### config.mk
export PLATFORM = sky130hd
export DESIGN_NAME = text_console_cursor_engine
export DESIGN_NICKNAME = d
export VERILOG_FILES = /design/src/hdl/tcce_pkg.sv /design/src/hdl/tcce_decode.sv /design/src/hdl/text_console_cursor_engine.sv
export SDC_FILE = /design/constraint.sdc
export NUM_CORES = 1
export LEC_CHECK = 0
export CAP_MARGIN = 0
export CORE_MARGIN = 4
export CORE_UTILIZATION = 35
export DETAILED_ROUTE_END_ITERATION = 7
export DONT_BUFFER_PORTS = 1
export GPL_TIMING_DRIVEN = 0
export SYNTH_ARGS = -nofsm -noshare
export SYNTH_HDL_FRONTEND = slang
export SYNTH_HIERARCHICAL = 1
export SYNTH_SLANG_ARGS = --single-unit
### constraint.sdc
create_clock -name clk -period 5.2 [get_ports clk]
set_input_delay 1.04 -clock clk [delete_from_list [all_inputs] [get_ports clk]]
set_output_delay 1.04 -clock clk [all_outputs]
set_load 0.02 [all_outputs]
### src/hdl/tcce_pkg.sv
// Types and constants shared by the text console cursor engine.
// Command and result transfer structs, function and result codes.
// No dependencies.
package tcce_pkg;

	localparam int ADDR_W = 11;

	typedef enum logic [1:0] {
		FUNC_PUT   = 2'd0,
		FUNC_SET   = 2'd1,
		FUNC_CLEAR = 2'd2,
		FUNC_NONE  = 2'd3
	} func_t;

	typedef enum logic [1:0] {
		KIND_WRITE  = 2'd0,
		KIND_SCROLL = 2'd1,
		KIND_CLEAR  = 2'd2,
		KIND_CURSOR = 2'd3
	} kind_t;

	localparam logic [7:0] CH_BS    = 8'h08;
	localparam logic [7:0] CH_TAB   = 8'h09;
	localparam logic [7:0] CH_LF    = 8'h0A;
	localparam logic [7:0] CH_CR    = 8'h0D;
	localparam logic [7:0] CH_SPACE = 8'h20;
	localparam logic [7:0] CH_DEL   = 8'h7F;

	localparam logic [7:0] ATTR_RESET = 8'h0F;

	typedef struct packed {
		func_t      func;
		logic [7:0] char_code;
		logic [6:0] new_col;
		logic [4:0] new_row;
	} cmd_t;

	typedef struct packed {
		kind_t             kind;
		logic [ADDR_W-1:0] cell_address;
		logic [15:0]       cell_value;
		logic [6:0]        cursor_col_out;
		logic [4:0]        cursor_row_out;
		logic              last;
	} res_t;

	// Slot 0 cell write, slot 1 scroll or clear, slot 2 cursor update.
	typedef struct packed {
		logic [2:0]     valid;
		res_t [2:0]     slot;
	} bundle_t;

endpackage

### src/hdl/tcce_decode.sv
// Command decode for the text console cursor engine.
// Works out the result slots and the next cursor for one command.
// Depends on tcce_pkg.
module tcce_decode import tcce_pkg::*; #(
	parameter int COLUMNS   = 80,
	parameter int ROWS      = 25,
	parameter int TAB_WIDTH = 8
) (
	input  cmd_t       cmd,
	input  logic [6:0] col,
	input  logic [4:0] row,
	input  logic [7:0] attr,
	output bundle_t    bundle,
	output logic [6:0] next_col,
	output logic [4:0] next_row
);

	localparam int STOPS = COLUMNS / TAB_WIDTH + 1;

	function automatic logic [ADDR_W-1:0] cell_addr(input logic [5:0] r, input logic [7:0] c);
		logic [31:0] full;
		full = 32'(r) * 32'(COLUMNS) + 32'(c);
		return full[ADDR_W-1:0];
	endfunction

	logic [7:0]  c;
	logic [5:0]  r;
	logic [7:0]  tab_c;
	logic        wr_en;
	logic        sc_en;
	kind_t       sc_kind;
	logic [ADDR_W-1:0] wr_addr;
	logic [ADDR_W-1:0] sc_addr;
	logic [15:0] wr_val;
	logic [15:0] blank;

	assign blank = {attr, CH_SPACE};

	// next tab stop strictly beyond the current column
	always_comb begin
		tab_c = '0;
		for (int k = STOPS; k >= 1; k--) begin
			if (8'(k * TAB_WIDTH) > {1'b0, col})
				tab_c = 8'(k * TAB_WIDTH);
		end
	end

	always_comb begin
		c       = {1'b0, col};
		r       = {1'b0, row};
		wr_en   = 1'b0;
		wr_addr = cell_addr({1'b0, row}, {1'b0, col});
		wr_val  = blank;
		sc_en   = 1'b0;
		sc_kind = KIND_SCROLL;
		sc_addr = cell_addr(6'(ROWS - 1), 8'd0);
		case (cmd.func)
			FUNC_PUT: begin
				case (cmd.char_code)
					CH_BS: begin
						if (col != 7'd0) begin
							c       = {1'b0, col} - 8'd1;
							wr_en   = 1'b1;
							wr_addr = cell_addr(r, c);
						end else if (row != 5'd0) begin
							c       = 8'(COLUMNS - 1);
							r       = {1'b0, row} - 6'd1;
							wr_en   = 1'b1;
							wr_addr = cell_addr(r, c);
						end
					end
					CH_TAB: c = tab_c;
					CH_CR:  c = '0;
					CH_LF: begin
						c = '0;
						r = {1'b0, row} + 6'd1;
					end
					default: begin
						if (cmd.char_code inside {[CH_SPACE:CH_DEL]}) begin
							wr_en  = 1'b1;
							wr_val = {attr, cmd.char_code};
							c      = {1'b0, col} + 8'd1;
						end
					end
				endcase
				if (c >= 8'(COLUMNS)) begin
					c = '0;
					r = r + 6'd1;
				end
				if (r >= 6'(ROWS)) begin
					sc_en = 1'b1;
					r     = 6'(ROWS - 1);
				end
			end
			FUNC_SET: begin
				c = ({1'b0, cmd.new_col} < 8'(COLUMNS)) ? {1'b0, cmd.new_col} : 8'(COLUMNS - 1);
				r = ({1'b0, cmd.new_row} < 6'(ROWS)) ? {1'b0, cmd.new_row} : 6'(ROWS - 1);
			end
			FUNC_CLEAR: begin
				sc_en   = 1'b1;
				sc_kind = KIND_CLEAR;
				sc_addr = '0;
				c       = '0;
				r       = '0;
			end
			default: ;
		endcase
	end

	assign next_col = c[6:0];
	assign next_row = r[4:0];

	always_comb begin
		bundle.valid = {cmd.func != FUNC_NONE, sc_en, wr_en};
		bundle.slot[0] = '{KIND_WRITE, wr_addr, wr_val, c[6:0], r[4:0], 1'b0};
		bundle.slot[1] = '{sc_kind, sc_addr, blank, c[6:0], r[4:0], 1'b0};
		bundle.slot[2] = '{KIND_CURSOR, cell_addr(r, c), 16'd0, c[6:0], r[4:0], 1'b1};
	end

endmodule

### src/hdl/text_console_cursor_engine.sv
// Top level of the text console cursor engine.
// Holds cursor, attribute, pending results and the output register.
// Depends on tcce_pkg and tcce_decode.

// A command is decoded in the cycle it is taken and leaves up to three
// results (cell write, scroll or clear, cursor update), which go out one
// per cycle through a registered output while the receiver does not stall.
// The next command is taken in the same cycle as the last result of the
// previous one moves to the output. A plain cursor move gives only the
// cursor update; a command that writes a cell, scrolls or clears adds that
// result, and a character that writes and scrolls gives all three.
// Function code 3 gives no result.
module text_console_cursor_engine import tcce_pkg::*; #(
	parameter int COLUMNS   = 80,
	parameter int ROWS      = 25,
	parameter int TAB_WIDTH = 8
) (
	input  logic       clk,
	input  logic       arst_n,
	input  logic       cmd_valid,
	output logic       cmd_stall,
	input  cmd_t       cmd,
	output logic       res_valid,
	input  logic       res_stall,
	output res_t       res,
	input  logic       attr_we,
	input  logic [7:0] attr_wdata
);

	logic [7:0] attr_q;
	logic [6:0] col_q;
	logic [4:0] row_q;
	logic [2:0] valid_s1;
	res_t [2:0] slot_s1;
	res_t       res_q;
	logic       res_valid_q;

	bundle_t    dec;
	logic [6:0] dec_col;
	logic [4:0] dec_row;
	logic [2:0] pop_mask;
	logic [1:0] pop_idx;
	logic       load_out;
	logic       take;

	tcce_decode #(
		.COLUMNS  (COLUMNS),
		.ROWS     (ROWS),
		.TAB_WIDTH(TAB_WIDTH)
	) u_decode (
		.cmd     (cmd),
		.col     (col_q),
		.row     (row_q),
		.attr    (attr_q),
		.bundle  (dec),
		.next_col(dec_col),
		.next_row(dec_row)
	);

	always_comb begin
		pop_idx = 2'd2;
		if (valid_s1[0])
			pop_idx = 2'd0;
		else if (valid_s1[1])
			pop_idx = 2'd1;
	end

	assign load_out  = (|valid_s1) && (!res_valid_q || !res_stall);
	assign pop_mask  = load_out ? (3'b001 << pop_idx) : 3'b000;
	assign cmd_stall = |(valid_s1 & ~pop_mask);
	assign take      = cmd_valid && !cmd_stall;

	always_ff @(posedge clk or negedge arst_n) begin
		if (!arst_n) begin
			attr_q      <= ATTR_RESET;
			col_q       <= '0;
			row_q       <= '0;
			valid_s1    <= '0;
			res_valid_q <= 1'b0;
		end else begin
			if (attr_we)
				attr_q <= attr_wdata;
			if (take) begin
				col_q    <= dec_col;
				row_q    <= dec_row;
				valid_s1 <= dec.valid;
			end else begin
				valid_s1 <= valid_s1 & ~pop_mask;
			end
			if (load_out)
				res_valid_q <= 1'b1;
			else if (!res_stall)
				res_valid_q <= 1'b0;
		end
	end

	always_ff @(posedge clk) begin
		if (take)
			slot_s1 <= dec.slot;
		if (load_out)
			res_q <= slot_s1[pop_idx];
	end

	assign res_valid = res_valid_q;
	assign res       = res_q;

endmodule

After elaboration in Yosys (flattened, before gate mapping) --
Index checks and enable logic that the tools add are counted.
Word-level totals: output and inout port bits 44, register bits after elaboration 137, input bits 35
Cells by class: eq/ne operators 8, muxes and demuxes 49, bitwise gates (word level) 4, $mul 3, shift-type cells 1, reduce and logical (&&, ||, !) cells 15, add/sub/neg operators 9, magnitude comparators 18
Operators by type and width (number):
- $mux 7 | 13
- $bmux 42 s2 | 1
- $mux 11 | 5
- $pmux 8 s3 | 2
- $mux 42 | 1
- $mux 6 | 6
- $eq 8x4->1 const B | 4
- $mux 8 | 4
- $gt 6x7->1 const A | 4
- $gt 7x7->1 const A | 4
- $add 11x8->11 | 2
- $pmux 6 s3 | 1
- $gt 5x7->1 const A | 2
- $mul 6x3->7 const B | 2
- $pmux 6 s2 | 1
- $add 11x7->11 | 1
- $add 11x7->11 const B | 1
- $reduce_or 3->1 | 3
- $add 7x1->8 const B | 1
- $ge 8x6->1 const B | 1
- $ge 8x7->1 const B | 1
- $le 8x7->1 const B | 1
- $sub 7x1->8 const B | 1
- $gt 4x7->1 const A | 1
- other kinds (29) | 44

Depth between registers and ports, before layout --
depth in word-level cells 22, gate-level depth with buffers 22

Cells and area by module --
Netlist, hierarchy kept.
By module, submodules not included:
- text_console_cursor_engine | area an instance 6922.9 µm², cells each 379, instances 1
- tcce_decode | area an instance 3616.0 µm², cells each 507, instances 1

Worst setup path before layout --
OpenSTA, ideal clock, no wires.
path type input -> register, from input cmd[17] (netlist name), to register slot_s1[123] (netlist name) (data pin), arrival 5.725 ns, library setup time 0.275 ns, stages on the path 17, data required time 4.925 ns, path slack -0.800 ns, path buffers 0, cells stage by stage nor4b_1 nand2_1 a21oi_1 xnor2_1 inv_1 ha_1 or2_2 a31oi_1 nor4_2 o41ai_1 ha_1 ha_1 inv_1 fa_1 nor3_1 xnor2_1 xnor2_1
RTL lines:
- start, declared | line text_console_cursor_engine.sv:22 | input cmd_t cmd,
- end signal, assigned | line text_console_cursor_engine.sv:99 | slot_s1 <= dec.slot;
- end, declared | line text_console_cursor_engine.sv:34 | res_t [2:0] slot_s1;

==> results.md <==
- Std cell rows: 63
- Sequential element share of the synthesized area: 53.62%
- Count of final hold-check violations: 0
- Kind of capture point of the worst setup path: register
- Share of flip-flops with an asynchronous set or reset: 12.50%
- Commonest cells after routing, fill and taps aside: sky130_fd_sc_hd__edfxtp_1 (168), sky130_fd_sc_hd__buf_4 (126), sky130_fd_sc_hd__nand2_1 (81), sky130_fd_sc_hd__o21ai_0 (66), sky130_fd_sc_hd__mux2i_1 (45)
- Power share of the sequential group: 37.3%
- Tot Pwr: 7.067 mW
- Cells traversed along the worst timing path: or4b_4 -> a2111oi_4 -> buf_4 -> a21oi_2 -> a221o_1 -> o22a_4 -> nor3_4 -> o31ai_4 -> buf_12 -> o41ai_4 -> ha_2 -> ha_1 -> inv_1 -> fa_1 -> xor2_2 -> nor3_2 -> xnor2_1 -> xnor2_1
- GRT Util Overall: 14.72%
- Clock latency on the worst-skew pair: 0.43 ns
- Drt total wl: 24.46 mm
- Crit Reg-Reg Endpoint: slot_s1[123]
- Peak ir drop on the vdd network: 0.3274 mV
- Maximum clock frequency: 195.1 MHz
- Number of iterations in the first detailed-routing pass: 6
- Final cell area excluding filler cells: 12420 um2
- DR vias: 6804
- Hold Path Class: in -> async
- Global placer's final weighted congestion: 0.9063
- Die height: 181.5 um
- Top Ports: 79
- Initial detailed-routing violation count: 661
- Fin crit period: 5.124 ns
- Initial cell density of the core: 35.56%
- Synthesis-stage register bit count: 192
- TritonCTS clock tree: done
- Final count of negative-setup-slack endpoints: 0
- Share of post-route cells with drive strength above 1: 26.46%
- Transition time at the pin with the least slew margin: 0.8391 ns
- Most repeated library cell on the critical path: sky130_fd_sc_hd__xnor2_1
- Post-synthesis instance area: 10540 um2
- Combinational share of power: 45.0%
- Antenna-violating nets left: 0
- Worst-case clock skew: 0.01535 ns
- Largest net degree at the start of global routing: 67
- Worst reg2reg path startpoint: col_q[1]
- Count of flip-flops with a built-in enable after synthesis: 168
- DRC violations left: 0
- Worst Hold Slack: 0.3025 ns
- CP Data Arrival Time: 5.29 ns
- Commonest non-fill, non-tap cell in the layout: sky130_fd_sc_hd__edfxtp_1
- Clock network fraction of design power: 17.7%
- Clock sink count: 192
- CTS Hold Buffers Added: 0
- Overall overflow remaining after global route: 0
- Placed cell area: 11370 um2
- Yosys warning count: 6
- Final total negative setup slack: 0 ns
- Biggest cell delay along the critical path: 0.56 ns
- Cell family with the largest share of critical-path delay: compound AO/OA/AOI/OAI gates
- Cells on worst reg2reg path: 20
- Required time of the worst setup path: 5.37 ns
- Status: finished, final reports clean
- Antenna violations before repair: 0
- Power density over the cells: 569.0 nW/um2
- Setup crit end: slot_s1[123]
- Reg2reg setup slack: 0.14 ns
- Routed length per instance: 17.84 um
- Crit start category: input pin
- Cell count along the critical path: 18
- Clock transition at the registers of the reported paths: 0.08 ns
- Final layout net count: 1044
- First element of the critical path: cmd[17]
- Buffering stage count on the worst path with inverters included: 3
- Mean instance size in the synthesized netlist: 11.89 um2
- DP Wirelength: 17.44 mm
- Floorplan Core Area: 29640 um2
- H-tree depth: 4
- Post-synthesis cell type count: 86
- Number of max-capacitance violations reported: 0
- Root buf cell: sky130_fd_sc_hd__clkbuf_16
- Setup Crit Path Kind: in -> reg
- Inserted Clock Buffers: 17
- Final period utilization: 98.54%
- Post-Synthesis Cells: 886
- Switching part of the total: 39.39%
- Largest fanout on the critical path: 6
- Max-slew violation total from the final report: 0
- Width of the die: 181.5 um
- Most used DFF post-synth: sky130_fd_sc_hd__edfxtp_1
- Worst rel slew slack: 44.06%
- Overall die area: 32950 um2
- Switching power: 2.784 mW
- Internal power component: 4.283 mW
- Lkg Pwr: 4.697 nW
- Vias/cell: 4.963
- Via count of the first global-routing pass: 6833
- First-pass GRT wire length: 38.10 mm
- Number of buffers added on ports: 0
- Slowest stage cell on the critical path: sky130_fd_sc_hd__or4b_4
- Area delta synth->final: 17.84%
- Maximum buffer depth of the clock tree: 2
-- metal layers --
layer	global-route usage, %	routed length, um	vias up
met3	3.345	1304	24
met2	24.56	11930	186
met5	0	0	-
met1	19.67	10950	3313
met4	3.362	278	0
li1	-	-	3281
-- kinds of logic after synthesis --
family	after synthesis	share of synthesized area, %
adders and majority gates	43	5.532
muxes	67	6.648
xor gates and xnor gates	40	3.324
buffers and inverters	160	9.521
other	2	0.07126
DFF	192	53.62
AOI/OAI and AO/OA	176	11.37
and+or+nand+nor	206	9.914
-- synthesized netlist by cell type (all sizes together) (15+ instances only) --
master  number  area, um2
clkbuf      27      101.4
ha          37      462.9
mux2i       46      464.2
buf        114      830.8
inv         19      71.31
mux2        21      236.5
edfxtp     168       5045
xnor2       24      210.2
xor2        16      140.1
a21oi       30      153.9
nor3        15      96.35
nor2        40      150.1
nand2       82      307.8
o21ai       68      340.3
dfrtp       20      500.5
-- final cells by class --
type	count	area (um2)
clock inverter	15	148.9
tap	390	488.0
fill	2812	17220
timing repair buffer	27	259.0
sequential	192	5655
buffer	136	920.9
antenna	2	5.005
inverter	19	76.32
multi-input combinational	573	4441
clock buffer	17	425.4
-- power groups by stage --
stage / combinational, mW / sequential (mW) / clock (mW)
2_1_floorplan: 2.23 / 2.61 / 0
3_3_place_gp: 2.83 / 2.70 / 0
3_5_place_dp: 2.91 / 2.66 / 0
4_1_cts: 3.07 / 2.63 / 1.29
5_1_grt: 3.51 / 2.68 / 1.36
6_report: 3.18 / 2.64 / 1.25
-- flip-flops by register name, summed over array words and instances (netlist names) --
| signal | count |
|---|---|
| slot_s1 | 126 |
| res | 42 |
| attr_q | 8 |
| col_q | 7 |
| row_q | 5 |
| valid_s1 | 3 |
| res_valid | 1 |
-- worst min-delay path by stage --
stage          depth (start not counted)         to     start
4_1_cts                                0  attr_q[4]    arst_n
3_3_place_gp                           1   col_q[3]  col_q[3]
6_report                               0   row_q[3]    arst_n
2_1_floorplan                          1   col_q[3]  col_q[3]
3_5_place_dp                           1   col_q[2]  col_q[2]
5_1_grt                                0  attr_q[4]    arst_n
-- through the flow --
stage	std cells	utilization, %	setup WS (ns)
after floorplan	925	-	0.01740
after global placement	1315	38.12	-1.052
after detailed placement	1317	38.35	-1.096
after CTS	1359	41.10	0.002777
after global routing	1369	41.89	-0.03899
final	1371	41.90	0.07571
-- what timing repair did --
action | CTS | global route
pin swaps | 7 | 15
buffers inserted | 13 | 12
endpoints found under the setup margin | 6 | 1
resized for setup | 28 | 31
Note: power is estimated with default switching activity, not from simulation.
